===== src/hdl/aging_history_ring_index_macros.svh =====
// Assertion macros shared by the aging history ring index RTL.
`ifndef AGING_HISTORY_RING_INDEX_MACROS_SVH
`define AGING_HISTORY_RING_INDEX_MACROS_SVH
`ifndef SYNTHESIS
`define AHRI_ASSERT_IMPLY(label, clk, rst, ante, cons) \
   label: assert property (@(posedge clk) disable iff (rst) (ante) |-> (cons)) \
      else $error("implication check failed");
`define AHRI_ASSERT_NEXT(label, clk, rst, ante, cons) \
   label: assert property (@(posedge clk) disable iff (rst) (ante) |=> (cons)) \
      else $error("next-cycle check failed");
`else
`define AHRI_ASSERT_IMPLY(label, clk, rst, ante, cons)
`define AHRI_ASSERT_NEXT(label, clk, rst, ante, cons)
`endif
`endif


===== src/hdl/ahri_pkg.sv =====
`timescale 1ns / 1ps
`default_nettype none
package ahri_pkg;

   localparam int OP_W       = 2;
   localparam int STAMP_W    = 32;
   localparam int CNT_W      = 6;
   localparam int ENTRY_W    = 5;
   localparam int SLOT_OUT_W = 5;
   localparam int CSR_ADDR_W = 4;
   localparam int CSR_DATA_W = 32;
   localparam int REQ_DATA_W = 40;
   localparam int RSP_DATA_W = 56;

   localparam logic [OP_W-1:0] OP_ADD   = 2'd0;
   localparam logic [OP_W-1:0] OP_READ  = 2'd1;
   localparam logic [OP_W-1:0] OP_SWEEP = 2'd2;
   localparam logic [OP_W-1:0] OP_CLEAR = 2'd3;

   localparam logic [1:0] REG_CAPACITY = 2'd0;
   localparam logic [1:0] REG_MAX_AGE  = 2'd1;
   localparam logic [1:0] REG_MARKER   = 2'd2;

   localparam logic [CNT_W-1:0]   CAPACITY_RESET = 6'd32;
   localparam logic [STAMP_W-1:0] MAX_AGE_RESET  = 32'd4233600000;
   localparam logic [STAMP_W-1:0] MARKER_RESET   = 32'd0;

   typedef struct packed {
      logic [ENTRY_W-1:0] entry_number;
      logic [STAMP_W-1:0] now;
   } req_type;

   typedef struct packed {
      logic [CNT_W-1:0]      marked_count;
      logic [CNT_W-1:0]      entry_count;
      logic [STAMP_W-1:0]    entry_age;
      logic [SLOT_OUT_W-1:0] slot_index;
   } rsp_type;

endpackage
`default_nettype wire


===== src/hdl/ahri_rem.sv =====
`timescale 1ns / 1ps
`default_nettype none
`include "aging_history_ring_index_macros.svh"
module ahri_rem #(
   parameter int NUM_W = 7,
   parameter int DEN_W = 6
) (
   input  logic             clock,
   input  logic             reset,
   input  logic             start,
   input  logic [NUM_W-1:0] num,
   input  logic [DEN_W-1:0] den,
   output logic             done,
   output logic [DEN_W-1:0] rem
);

   localparam int STEP_W = $clog2(NUM_W + 1);

   logic             busy_ff, busy_in;
   logic             done_ff, done_in;
   logic [STEP_W-1:0] step_ff, step_in;
   logic [NUM_W-1:0] num_ff, num_in;
   logic [DEN_W-1:0] den_ff, den_in;
   logic [DEN_W-1:0] rem_ff, rem_in;
   logic [DEN_W:0]   trial;

   always_comb begin
      busy_in = busy_ff;
      done_in = 1'b0;
      step_in = step_ff;
      num_in  = num_ff;
      den_in  = den_ff;
      rem_in  = rem_ff;
      trial   = {rem_ff, num_ff[NUM_W-1]};
      if (start) begin
         busy_in = 1'b1;
         step_in = '0;
         num_in  = num;
         den_in  = den;
         rem_in  = '0;
      end else if (busy_ff) begin
         if (trial >= {1'b0, den_ff}) begin
            rem_in = DEN_W'(trial - {1'b0, den_ff});
         end else begin
            rem_in = DEN_W'(trial);
         end
         num_in  = num_ff << 1;
         step_in = step_ff + 1'b1;
         if (step_ff == STEP_W'(NUM_W - 1)) begin
            busy_in = 1'b0;
            done_in = 1'b1;
         end
      end
   end

   always_ff @(posedge clock) begin
      if (reset) begin
         busy_ff <= 1'b0;
         done_ff <= 1'b0;
      end else begin
         busy_ff <= busy_in;
         done_ff <= done_in;
      end
      step_ff <= step_in;
      num_ff  <= num_in;
      den_ff  <= den_in;
      rem_ff  <= rem_in;
   end

   assign done = done_ff;
   assign rem  = rem_ff;

   `AHRI_ASSERT_IMPLY(a_rem_below_den, clock, reset, done_ff, rem_ff < den_ff)
   `AHRI_ASSERT_IMPLY(a_done_not_busy, clock, reset, done_ff, !busy_ff)

endmodule
`default_nettype wire


===== src/hdl/aging_history_ring_index.sv =====
`timescale 1ns / 1ps
`default_nettype none
// Channel   Direction  Beat contents
// req_      in         tuser: op; tdata: now, entry_number
// rsp_      out        tuser: status; tdata: slot_index, entry_age, entry_count, marked_count
// csr_      in/out     capacity at 0x0, max_age at 0x4, distant_past_marker at 0x8
//
// Add and clear go from decode straight to the push of a result beat; a read passes an evaluate state first.
// A sweep stays in the evaluate state while it reads entries from the memory, then pushes its result.
// When the start slot lies at or beyond a reduced capacity, the slot lookup runs a
// bit-serial remainder unit, then a memory read state, before the evaluate state.
// Reset is synchronous; it clears the ring pointers and loads the register defaults.
// A stalled result holds in the output register; the next item waits at its push until it moves.
`include "aging_history_ring_index_macros.svh"
module aging_history_ring_index #(
   parameter int DEPTH = 32
) (
   input  logic                                clock,
   input  logic                                reset,
   input  logic                                req_tvalid,
   output logic                                req_tready,
   // [31:0] now, [36:32] entry_number, [39:37] zero
   input  logic [ahri_pkg::REQ_DATA_W-1:0]     req_tdata,
   // [1:0] op
   input  logic [ahri_pkg::OP_W-1:0]           req_tuser,
   output logic                                rsp_tvalid,
   input  logic                                rsp_tready,
   // [4:0] slot_index, [36:5] entry_age, [42:37] entry_count, [48:43] marked_count
   output logic [ahri_pkg::RSP_DATA_W-1:0]     rsp_tdata,
   // [0] status
   output logic                                rsp_tuser,
   input  logic                                csr_psel,
   input  logic                                csr_penable,
   input  logic                                csr_pwrite,
   input  logic [ahri_pkg::CSR_ADDR_W-1:0]     csr_paddr,
   input  logic [ahri_pkg::CSR_DATA_W-1:0]     csr_pwdata,
   output logic [ahri_pkg::CSR_DATA_W-1:0]     csr_prdata,
   output logic                                csr_pready
);

   import ahri_pkg::*;

   localparam int SW    = $clog2(DEPTH);
   localparam int SUM_W = ((SW > CNT_W) ? SW : CNT_W) + 1;
   localparam logic [31:0] DEPTH_L = 32'(DEPTH);

   localparam logic [2:0] ST_IDLE   = 3'd0;
   localparam logic [2:0] ST_DECODE = 3'd1;
   localparam logic [2:0] ST_DIV    = 3'd2;
   localparam logic [2:0] ST_RD     = 3'd3;
   localparam logic [2:0] ST_EVAL   = 3'd4;
   localparam logic [2:0] ST_PUSH   = 3'd5;

   logic [2:0]         state_ff, state_in;
   logic [OP_W-1:0]    op_ff, op_in;
   logic [STAMP_W-1:0] now_ff, now_in;
   logic [ENTRY_W-1:0] entry_ff, entry_in;
   logic [SW-1:0]      start_slot_ff, start_slot_in;
   logic [CNT_W-1:0]   fill_count_ff, fill_count_in;
   logic [SW-1:0]      slot_ff, slot_in;
   logic [CNT_W-1:0]   walk_ff, walk_in;
   logic [CNT_W-1:0]   marked_ff, marked_in;
   logic               status_ff, status_in;
   logic [STAMP_W-1:0] age_ff, age_in;
   logic               rsp_tvalid_ff, rsp_tvalid_in;
   rsp_type            rsp_data_ff, rsp_data_in;
   logic               rsp_status_ff, rsp_status_in;
   logic [CNT_W-1:0]   capacity_ff, capacity_in;
   logic [STAMP_W-1:0] max_age_ff, max_age_in;
   logic [STAMP_W-1:0] marker_ff, marker_in;

   logic [STAMP_W-1:0] stamp_mem [DEPTH];
   logic [STAMP_W-1:0] rd_data_ff;
   logic               mem_we, mem_re;
   logic [SW-1:0]      mem_waddr, mem_raddr;
   logic [STAMP_W-1:0] mem_wdata;

   logic [CNT_W-1:0]   cap_eff, cap_m1, live;
   logic [SUM_W-1:0]   cap_ext, start_ext, sum, sum_red;
   logic [CNT_W-1:0]   base;
   logic               div_start, div_done;
   logic [CNT_W-1:0]   div_rem;
   logic               is_marker, saturated;
   logic [STAMP_W-1:0] diff, age;
   logic               req_accept, csr_write;
   req_type            req_beat;

   assign req_accept = req_tvalid && req_tready;
   assign req_tready = (state_ff == ST_IDLE);
   assign req_beat   = req_type'(req_tdata[$bits(req_type)-1:0]);
   assign csr_write  = csr_psel && csr_penable && csr_pwrite && csr_pready;
   assign csr_pready = 1'b1;

   always_comb begin
      if (capacity_ff == '0) begin
         cap_eff = CNT_W'(1);
      end else if (32'(capacity_ff) > DEPTH_L) begin
         cap_eff = CNT_W'(DEPTH);
      end else begin
         cap_eff = capacity_ff;
      end
   end

   assign cap_m1    = cap_eff - 1'b1;
   assign live      = (fill_count_ff < cap_eff) ? fill_count_ff : cap_eff;
   assign cap_ext   = SUM_W'(cap_eff);
   assign start_ext = SUM_W'(start_slot_ff);
   assign base      = (op_ff == OP_READ) ? CNT_W'(entry_ff) : live - 1'b1;
   assign sum       = SUM_W'(base) + start_ext;
   assign sum_red   = (sum >= cap_ext) ? sum - cap_ext : sum;

   assign is_marker = (rd_data_ff == marker_ff);
   assign diff      = now_ff - rd_data_ff;
   assign saturated = is_marker || (diff >= max_age_ff);
   assign age       = saturated ? max_age_ff : diff;

   ahri_rem #(
      .NUM_W (SUM_W),
      .DEN_W (CNT_W)
   ) u_rem (
      .clock (clock),
      .reset (reset),
      .start (div_start),
      .num   (sum),
      .den   (cap_eff),
      .done  (div_done),
      .rem   (div_rem)
   );

   always_comb begin
      state_in      = state_ff;
      op_in         = op_ff;
      now_in        = now_ff;
      entry_in      = entry_ff;
      start_slot_in = start_slot_ff;
      fill_count_in = fill_count_ff;
      slot_in       = slot_ff;
      walk_in       = walk_ff;
      marked_in     = marked_ff;
      status_in     = status_ff;
      age_in        = age_ff;
      rsp_tvalid_in = rsp_tvalid_ff && !rsp_tready;
      rsp_data_in   = rsp_data_ff;
      rsp_status_in = rsp_status_ff;
      mem_we        = 1'b0;
      mem_re        = 1'b0;
      mem_waddr     = slot_ff;
      mem_raddr     = slot_ff;
      mem_wdata     = marker_ff;
      div_start     = 1'b0;
      unique case (state_ff)
         ST_IDLE: begin
            if (req_accept) begin
               op_in    = req_tuser;
               now_in   = req_beat.now;
               entry_in = req_beat.entry_number;
               state_in = ST_DECODE;
            end
         end
         ST_DECODE: begin
            status_in = 1'b0;
            age_in    = '0;
            marked_in = '0;
            slot_in   = '0;
            walk_in   = live - 1'b1;
            state_in  = ST_PUSH;
            case (op_ff)
               OP_ADD: begin
                  if (start_slot_ff == '0 || start_ext >= cap_ext) begin
                     start_slot_in = SW'(cap_m1);
                  end else begin
                     start_slot_in = start_slot_ff - 1'b1;
                  end
                  fill_count_in = (fill_count_ff >= cap_eff) ? cap_eff
                                                             : fill_count_ff + 1'b1;
                  slot_in   = start_slot_in;
                  mem_we    = 1'b1;
                  mem_waddr = start_slot_in;
                  mem_wdata = (now_ff == marker_ff) ? now_ff - 1'b1 : now_ff;
               end
               OP_CLEAR: begin
                  start_slot_in = '0;
                  fill_count_in = '0;
               end
               default: begin
                  if (op_ff == OP_READ && CNT_W'(entry_ff) >= live) begin
                     status_in = 1'b1;
                  end else if (op_ff == OP_SWEEP && live == '0) begin
                     state_in = ST_PUSH;
                  end else if (start_ext < cap_ext) begin
                     slot_in   = SW'(sum_red);
                     mem_re    = 1'b1;
                     mem_raddr = SW'(sum_red);
                     state_in  = ST_EVAL;
                  end else begin
                     div_start = 1'b1;
                     state_in  = ST_DIV;
                  end
               end
            endcase
         end
         ST_DIV: begin
            if (div_done) begin
               slot_in  = SW'(div_rem);
               state_in = ST_RD;
            end
         end
         ST_RD: begin
            mem_re   = 1'b1;
            state_in = ST_EVAL;
         end
         ST_EVAL: begin
            if (op_ff == OP_READ) begin
               age_in   = age;
               state_in = ST_PUSH;
            end else if (!saturated) begin
               state_in = ST_PUSH;
            end else begin
               mem_we = 1'b1;
               if (!is_marker) begin
                  marked_in = marked_ff + 1'b1;
               end
               if (walk_ff == '0) begin
                  state_in = ST_PUSH;
               end else begin
                  walk_in   = walk_ff - 1'b1;
                  slot_in   = (slot_ff == '0) ? SW'(cap_m1) : slot_ff - 1'b1;
                  mem_re    = 1'b1;
                  mem_raddr = slot_in;
               end
            end
         end
         ST_PUSH: begin
            if (!rsp_tvalid_ff || rsp_tready) begin
               rsp_tvalid_in            = 1'b1;
               rsp_status_in            = status_ff;
               rsp_data_in.slot_index   = (op_ff == OP_ADD || (op_ff == OP_READ && !status_ff))
                                          ? SLOT_OUT_W'(slot_ff) : '0;
               rsp_data_in.entry_age    = age_ff;
               rsp_data_in.entry_count  = fill_count_ff;
               rsp_data_in.marked_count = marked_ff;
               state_in                 = ST_IDLE;
            end
         end
         default: begin
            state_in = ST_IDLE;
         end
      endcase
   end

   always_comb begin
      capacity_in = capacity_ff;
      max_age_in  = max_age_ff;
      marker_in   = marker_ff;
      if (csr_write) begin
         unique case (csr_paddr[3:2])
            REG_CAPACITY: capacity_in = csr_pwdata[CNT_W-1:0];
            REG_MAX_AGE:  max_age_in  = csr_pwdata;
            REG_MARKER:   marker_in   = csr_pwdata;
            default:      capacity_in = capacity_ff;
         endcase
      end
   end

   always_comb begin
      unique case (csr_paddr[3:2])
         REG_CAPACITY: csr_prdata = CSR_DATA_W'(capacity_ff);
         REG_MAX_AGE:  csr_prdata = max_age_ff;
         REG_MARKER:   csr_prdata = marker_ff;
         default:      csr_prdata = '0;
      endcase
   end

   always_ff @(posedge clock) begin
      if (reset) begin
         state_ff      <= ST_IDLE;
         start_slot_ff <= '0;
         fill_count_ff <= '0;
         rsp_tvalid_ff <= 1'b0;
         capacity_ff   <= CAPACITY_RESET;
         max_age_ff    <= MAX_AGE_RESET;
         marker_ff     <= MARKER_RESET;
      end else begin
         state_ff      <= state_in;
         start_slot_ff <= start_slot_in;
         fill_count_ff <= fill_count_in;
         rsp_tvalid_ff <= rsp_tvalid_in;
         capacity_ff   <= capacity_in;
         max_age_ff    <= max_age_in;
         marker_ff     <= marker_in;
      end
      op_ff         <= op_in;
      now_ff        <= now_in;
      entry_ff      <= entry_in;
      slot_ff       <= slot_in;
      walk_ff       <= walk_in;
      marked_ff     <= marked_in;
      status_ff     <= status_in;
      age_ff        <= age_in;
      rsp_data_ff   <= rsp_data_in;
      rsp_status_ff <= rsp_status_in;
   end

   always_ff @(posedge clock) begin
      if (mem_we) begin
         stamp_mem[mem_waddr] <= mem_wdata;
      end
      if (mem_re) begin
         rd_data_ff <= stamp_mem[mem_raddr];
      end
   end

   assign rsp_tvalid = rsp_tvalid_ff;
   assign rsp_tdata  = RSP_DATA_W'(rsp_data_ff);
   assign rsp_tuser  = rsp_status_ff;

   `AHRI_ASSERT_IMPLY(a_write_only_when_busy, clock, reset, mem_we,
                      state_ff == ST_DECODE || state_ff == ST_EVAL)
   `AHRI_ASSERT_IMPLY(a_eval_slot_in_ring, clock, reset, state_ff == ST_EVAL,
                      SUM_W'(slot_ff) < cap_ext)
   `AHRI_ASSERT_NEXT(a_add_start_in_ring, clock, reset, state_ff == ST_DECODE && op_ff == OP_ADD,
                     start_ext < cap_ext && fill_count_ff <= cap_eff)

endmodule
`default_nettype wire

===== config.mk =====
export PLATFORM = sky130hd
export DESIGN_NAME = aging_history_ring_index
export DESIGN_NICKNAME = d
export VERILOG_FILES = /design/src/hdl/ahri_pkg.sv /design/src/hdl/ahri_rem.sv /design/src/hdl/aging_history_ring_index.sv
export VERILOG_INCLUDE_DIRS = /design/src /design/src/hdl
export SDC_FILE = /design/constraint.sdc
export NUM_CORES = 2
export LEC_CHECK = 0
export ABC_CLOCK_PERIOD_IN_PS = 8400
export BUFFER_PORTS_ARGS = -buffer_cell sky130_fd_sc_hd__buf_4
export CORE_MARGIN = 5
export CORE_UTILIZATION = 55
export DETAILED_ROUTE_END_ITERATION = 10
export GPL_ROUTABILITY_DRIVEN = 0
export PLACE_DENSITY = 0.7
export SLEW_MARGIN = 10
export SYNTH_ARGS = -nofsm -noshare
export SYNTH_HDL_FRONTEND = slang
export SYNTH_SLANG_ARGS = --single-unit

===== constraint.sdc =====
create_clock -name clock -period 8.4 [get_ports clock]
set_input_delay 0.84 -clock clock [delete_from_list [all_inputs] [get_ports clock]]
set_output_delay 0.84 -clock clock [all_outputs]
set_load 0.02 [all_outputs]

==> results.ini <==
[timing]
period_minus_slack_ns = 8.075
finalSetupTns_ns = 0
skew_ns = 0.03165
worstMarginPinSlew_ns = 1.255
hold_viol_final = 0
rsz0062_at_grt = false
finalCritPeriodShare_pct = 96.13
slew_viol_final = 0
max_slew_margin_pct = 16.33
fmax_mhz = 123.8
setup_viol = 0

[pwr]
leakagePower_nw = 24.05
vdd_ir_drop_max_mv = 0.2244
powerDensity_nw_per_um2 = 267.8

[clock_network]
insertion_delay_ns = 0.76
cts_root_buf = clkbuf_16
cts_tree = done
htreeDepth = 4
cts_buffers = 133
numClockSinks = 1304
cts_setup_buffers = 0
cts_hold_buf = 0
clk_pin_slew_worst_paths_ns = 0.06
clock_path_buffers = 3

[die]
die_h_um = 332.9
die_w_um = 332.9
num_rows = 118
ioPinCount = 177
initial_utilization_pct = 55.40
core_area_um2 = 103500
die_area_um2 = 110800

[critical_path]
cpPeakStageDelay_ns = 0.48
path_class = reg -> reg
cp_max_fo = 26
startpoint_type = flip-flop
cp.depth = 29
cpLargestDelayFamily = compound AO/OA/AOI/OAI gates
reg2reg_to = rd_data_ff[17]$_DFFE_PP_
cp-end-kind = flip-flop
worstPathRequired_ns = 8.91
r2r-start = now_ff[0]$_DFFE_PP_
worst-path-buf-inv = 5
r2r_setup_slack_ns = 0.32
slowest_stage = o211ai_1
critPathCapture = rd_data_ff[17]$_DFFE_PP_
crit_path_start = now_ff[0]$_DFFE_PP_
r2r_cells = 29
worstPathArrival_ns = 8.58

[yosys]
ys_seq_area_share_pct = 66.62
netlist_instances = 4493
synthFlopType = edfxtp_1
yosys_warnings = 0
avgSynthCellArea_um2 = 12.76
ys_seq_elements = 1304
async_flop_share_pct = 0
ys_types = 85
netlist_area_um2 = 57330
synth_edf_count = 1208

[finish]
syn_to_final_growth_pct = 14.45
fin_nets = 4875
multi_input_area_um2 = 17880
fill_cells = 7573
stdcell_area_um2 = 65620
layout-drive-gt1-share_pct = 14.06
mostFrequentLayoutCells = edfxtp_1 (1208), nand2_1 (656), buf_4 (295)
seq_area_um2 = 38200
layout_commonest_cell = edfxtp_1

[routing]
via_count = 39400
wl_per_cell_um = 26.76
ant_nets = 0
wl_um = 164800
vias_per_cell = 6.397
drtIter0Drc = 4697
route.detailed.drc = 0
dr.pass1.iters = 5

[place]
dp_hpwl_um = 99060
placed_area_um2 = 61300
port_buffers = 163

[flow_run]
cap_viol_max_count = 0

[hold_path]
hp-class = in -> reg

[global_route]
grt_pass1_vias = 37020
gr-total-overflow = 0
grt_use_total_pct = 28.88
grt_max_degree = 166
grt_pass1_wl_um = 240400
grt_antenna_before_repair = 1

[outcome]
status = finished clean

## layer usage
metal	global-route usage, %	part of all wire (%)	up-vias
li1	-	-	17350
met1	40.53	39	19360
met2	46.25	47	2337
met3	5.386	11	355
met4	9.496	3.3	0
met5	0	0	-
## synth_stat cells, drive strengths merged, types with 96 or more instances
master	instances	area, um2
clkbuf	212	795.8
xnor2	122	1069
nor2	166	623.1
and3	267	1675
dfxtp	96	1922
nand3	150	755.7
nand2	661	2484
o21ai	189	949.7
edfxtp	1208	36270
a211oi	267	2004
inv	114	427.9
ha	111	1389
a21oi	159	795.8
## flip-flops by register name (all words and copies together) (netlist names), 7 cells and up
name / cells
stamp_mem: 1024
rsp_tdata: 49
age_ff: 32
marker_ff: 32
max_age_ff: 32
now_ff: 32
rd_data_ff: 32
u_rem.num_ff: 7
## per-stage QoR
stage	utilization [%]	power, mW	instances	hold slack (ns)	setup WS (ns)
finish	63.40	17.57	6159	0.2710	0.3248
global route	63.40	18.23	6159	0.2469	0.01392
CTS	63.32	17.55	6158	0.2359	0.3846
detailed placement	59.23	11.85	5920	0.4045	0.3946
global placement	59.23	11.78	5920	0.4002	0.5370
floorplan	-	10.31	4499	0.4003	1.419
## worst min-delay path by stage
stage                              from                       to  slack [ns]  cells past startpoint
2_1_floorplan   age_ff[5]$_SDFFCE_PN0P_  rsp_tdata[10]$_DFFE_PP_        0.40                      0
3_3_place_gp    age_ff[5]$_SDFFCE_PN0P_  rsp_tdata[10]$_DFFE_PP_        0.40                      0
3_5_place_dp   age_ff[29]$_SDFFCE_PN0P_  rsp_tdata[34]$_DFFE_PP_        0.40                      0
4_1_cts                   req_tdata[26]     now_ff[26]$_DFFE_PP_        0.24                      1
5_1_grt                   req_tdata[18]     now_ff[18]$_DFFE_PP_        0.25                      1
6_report                  req_tdata[26]     now_ff[26]$_DFFE_PP_        0.27                      1
## area by class of cell
class / instances / area share [%]
clock inverters: 66 / 1.030
clock buffers: 172 / 5.421
inverters: 114 / 0.6521
flip-flops and latches: 1304 / 58.21
repair buffers: 342 / 4.796
multi-input cells: 2780 / 27.25
well taps: 1380 / 2.631
diodes: 1 / 0.003814
## repair_timing
action,4_1_cts,5_1_grt
gates resized for setup,0,4
endpoints found under the setup margin,0,3
hold endpoints to repair,0,0
## logic make-up after synthesis
| group | synth area share (%) |
|---|---|
| and+or+nand+nor | 12.15 |
| DFF | 66.62 |
| AOI/OAI and AO/OA | 11.36 |
| buffers and inverters | 3.177 |
| xor gates and xnor gates | 2.307 |
| adders and majority gates | 2.562 |
| muxes | 1.809 |
| other | 0.01310 |
## report_power, final
group | switching [mW] | internal [mW] | total [mW] | leakage (nW)
registers | 0.139 | 7.29 | 7.43 | 12.9
logic | 2.90 | 1.47 | 4.38 | 9.04
clock network | 2.48 | 3.29 | 5.77 | 2.07
total | 5.52 | 12.1 | 17.6 | 24.1
## worst register-to-register path: cells and delay by family (launching register included)
kind                     cells  cell delay, ns
flip-flops                   1            0.42
AO/OA/AOI/OAI               13            3.38
XOR/XNOR                     1            0.11
buffers and inverters        5            1.07
AND/OR/NAND/NOR              7            1.97
adder cells (fa/ha/maj)      3            0.88
(Power assumes the default switching activity.)
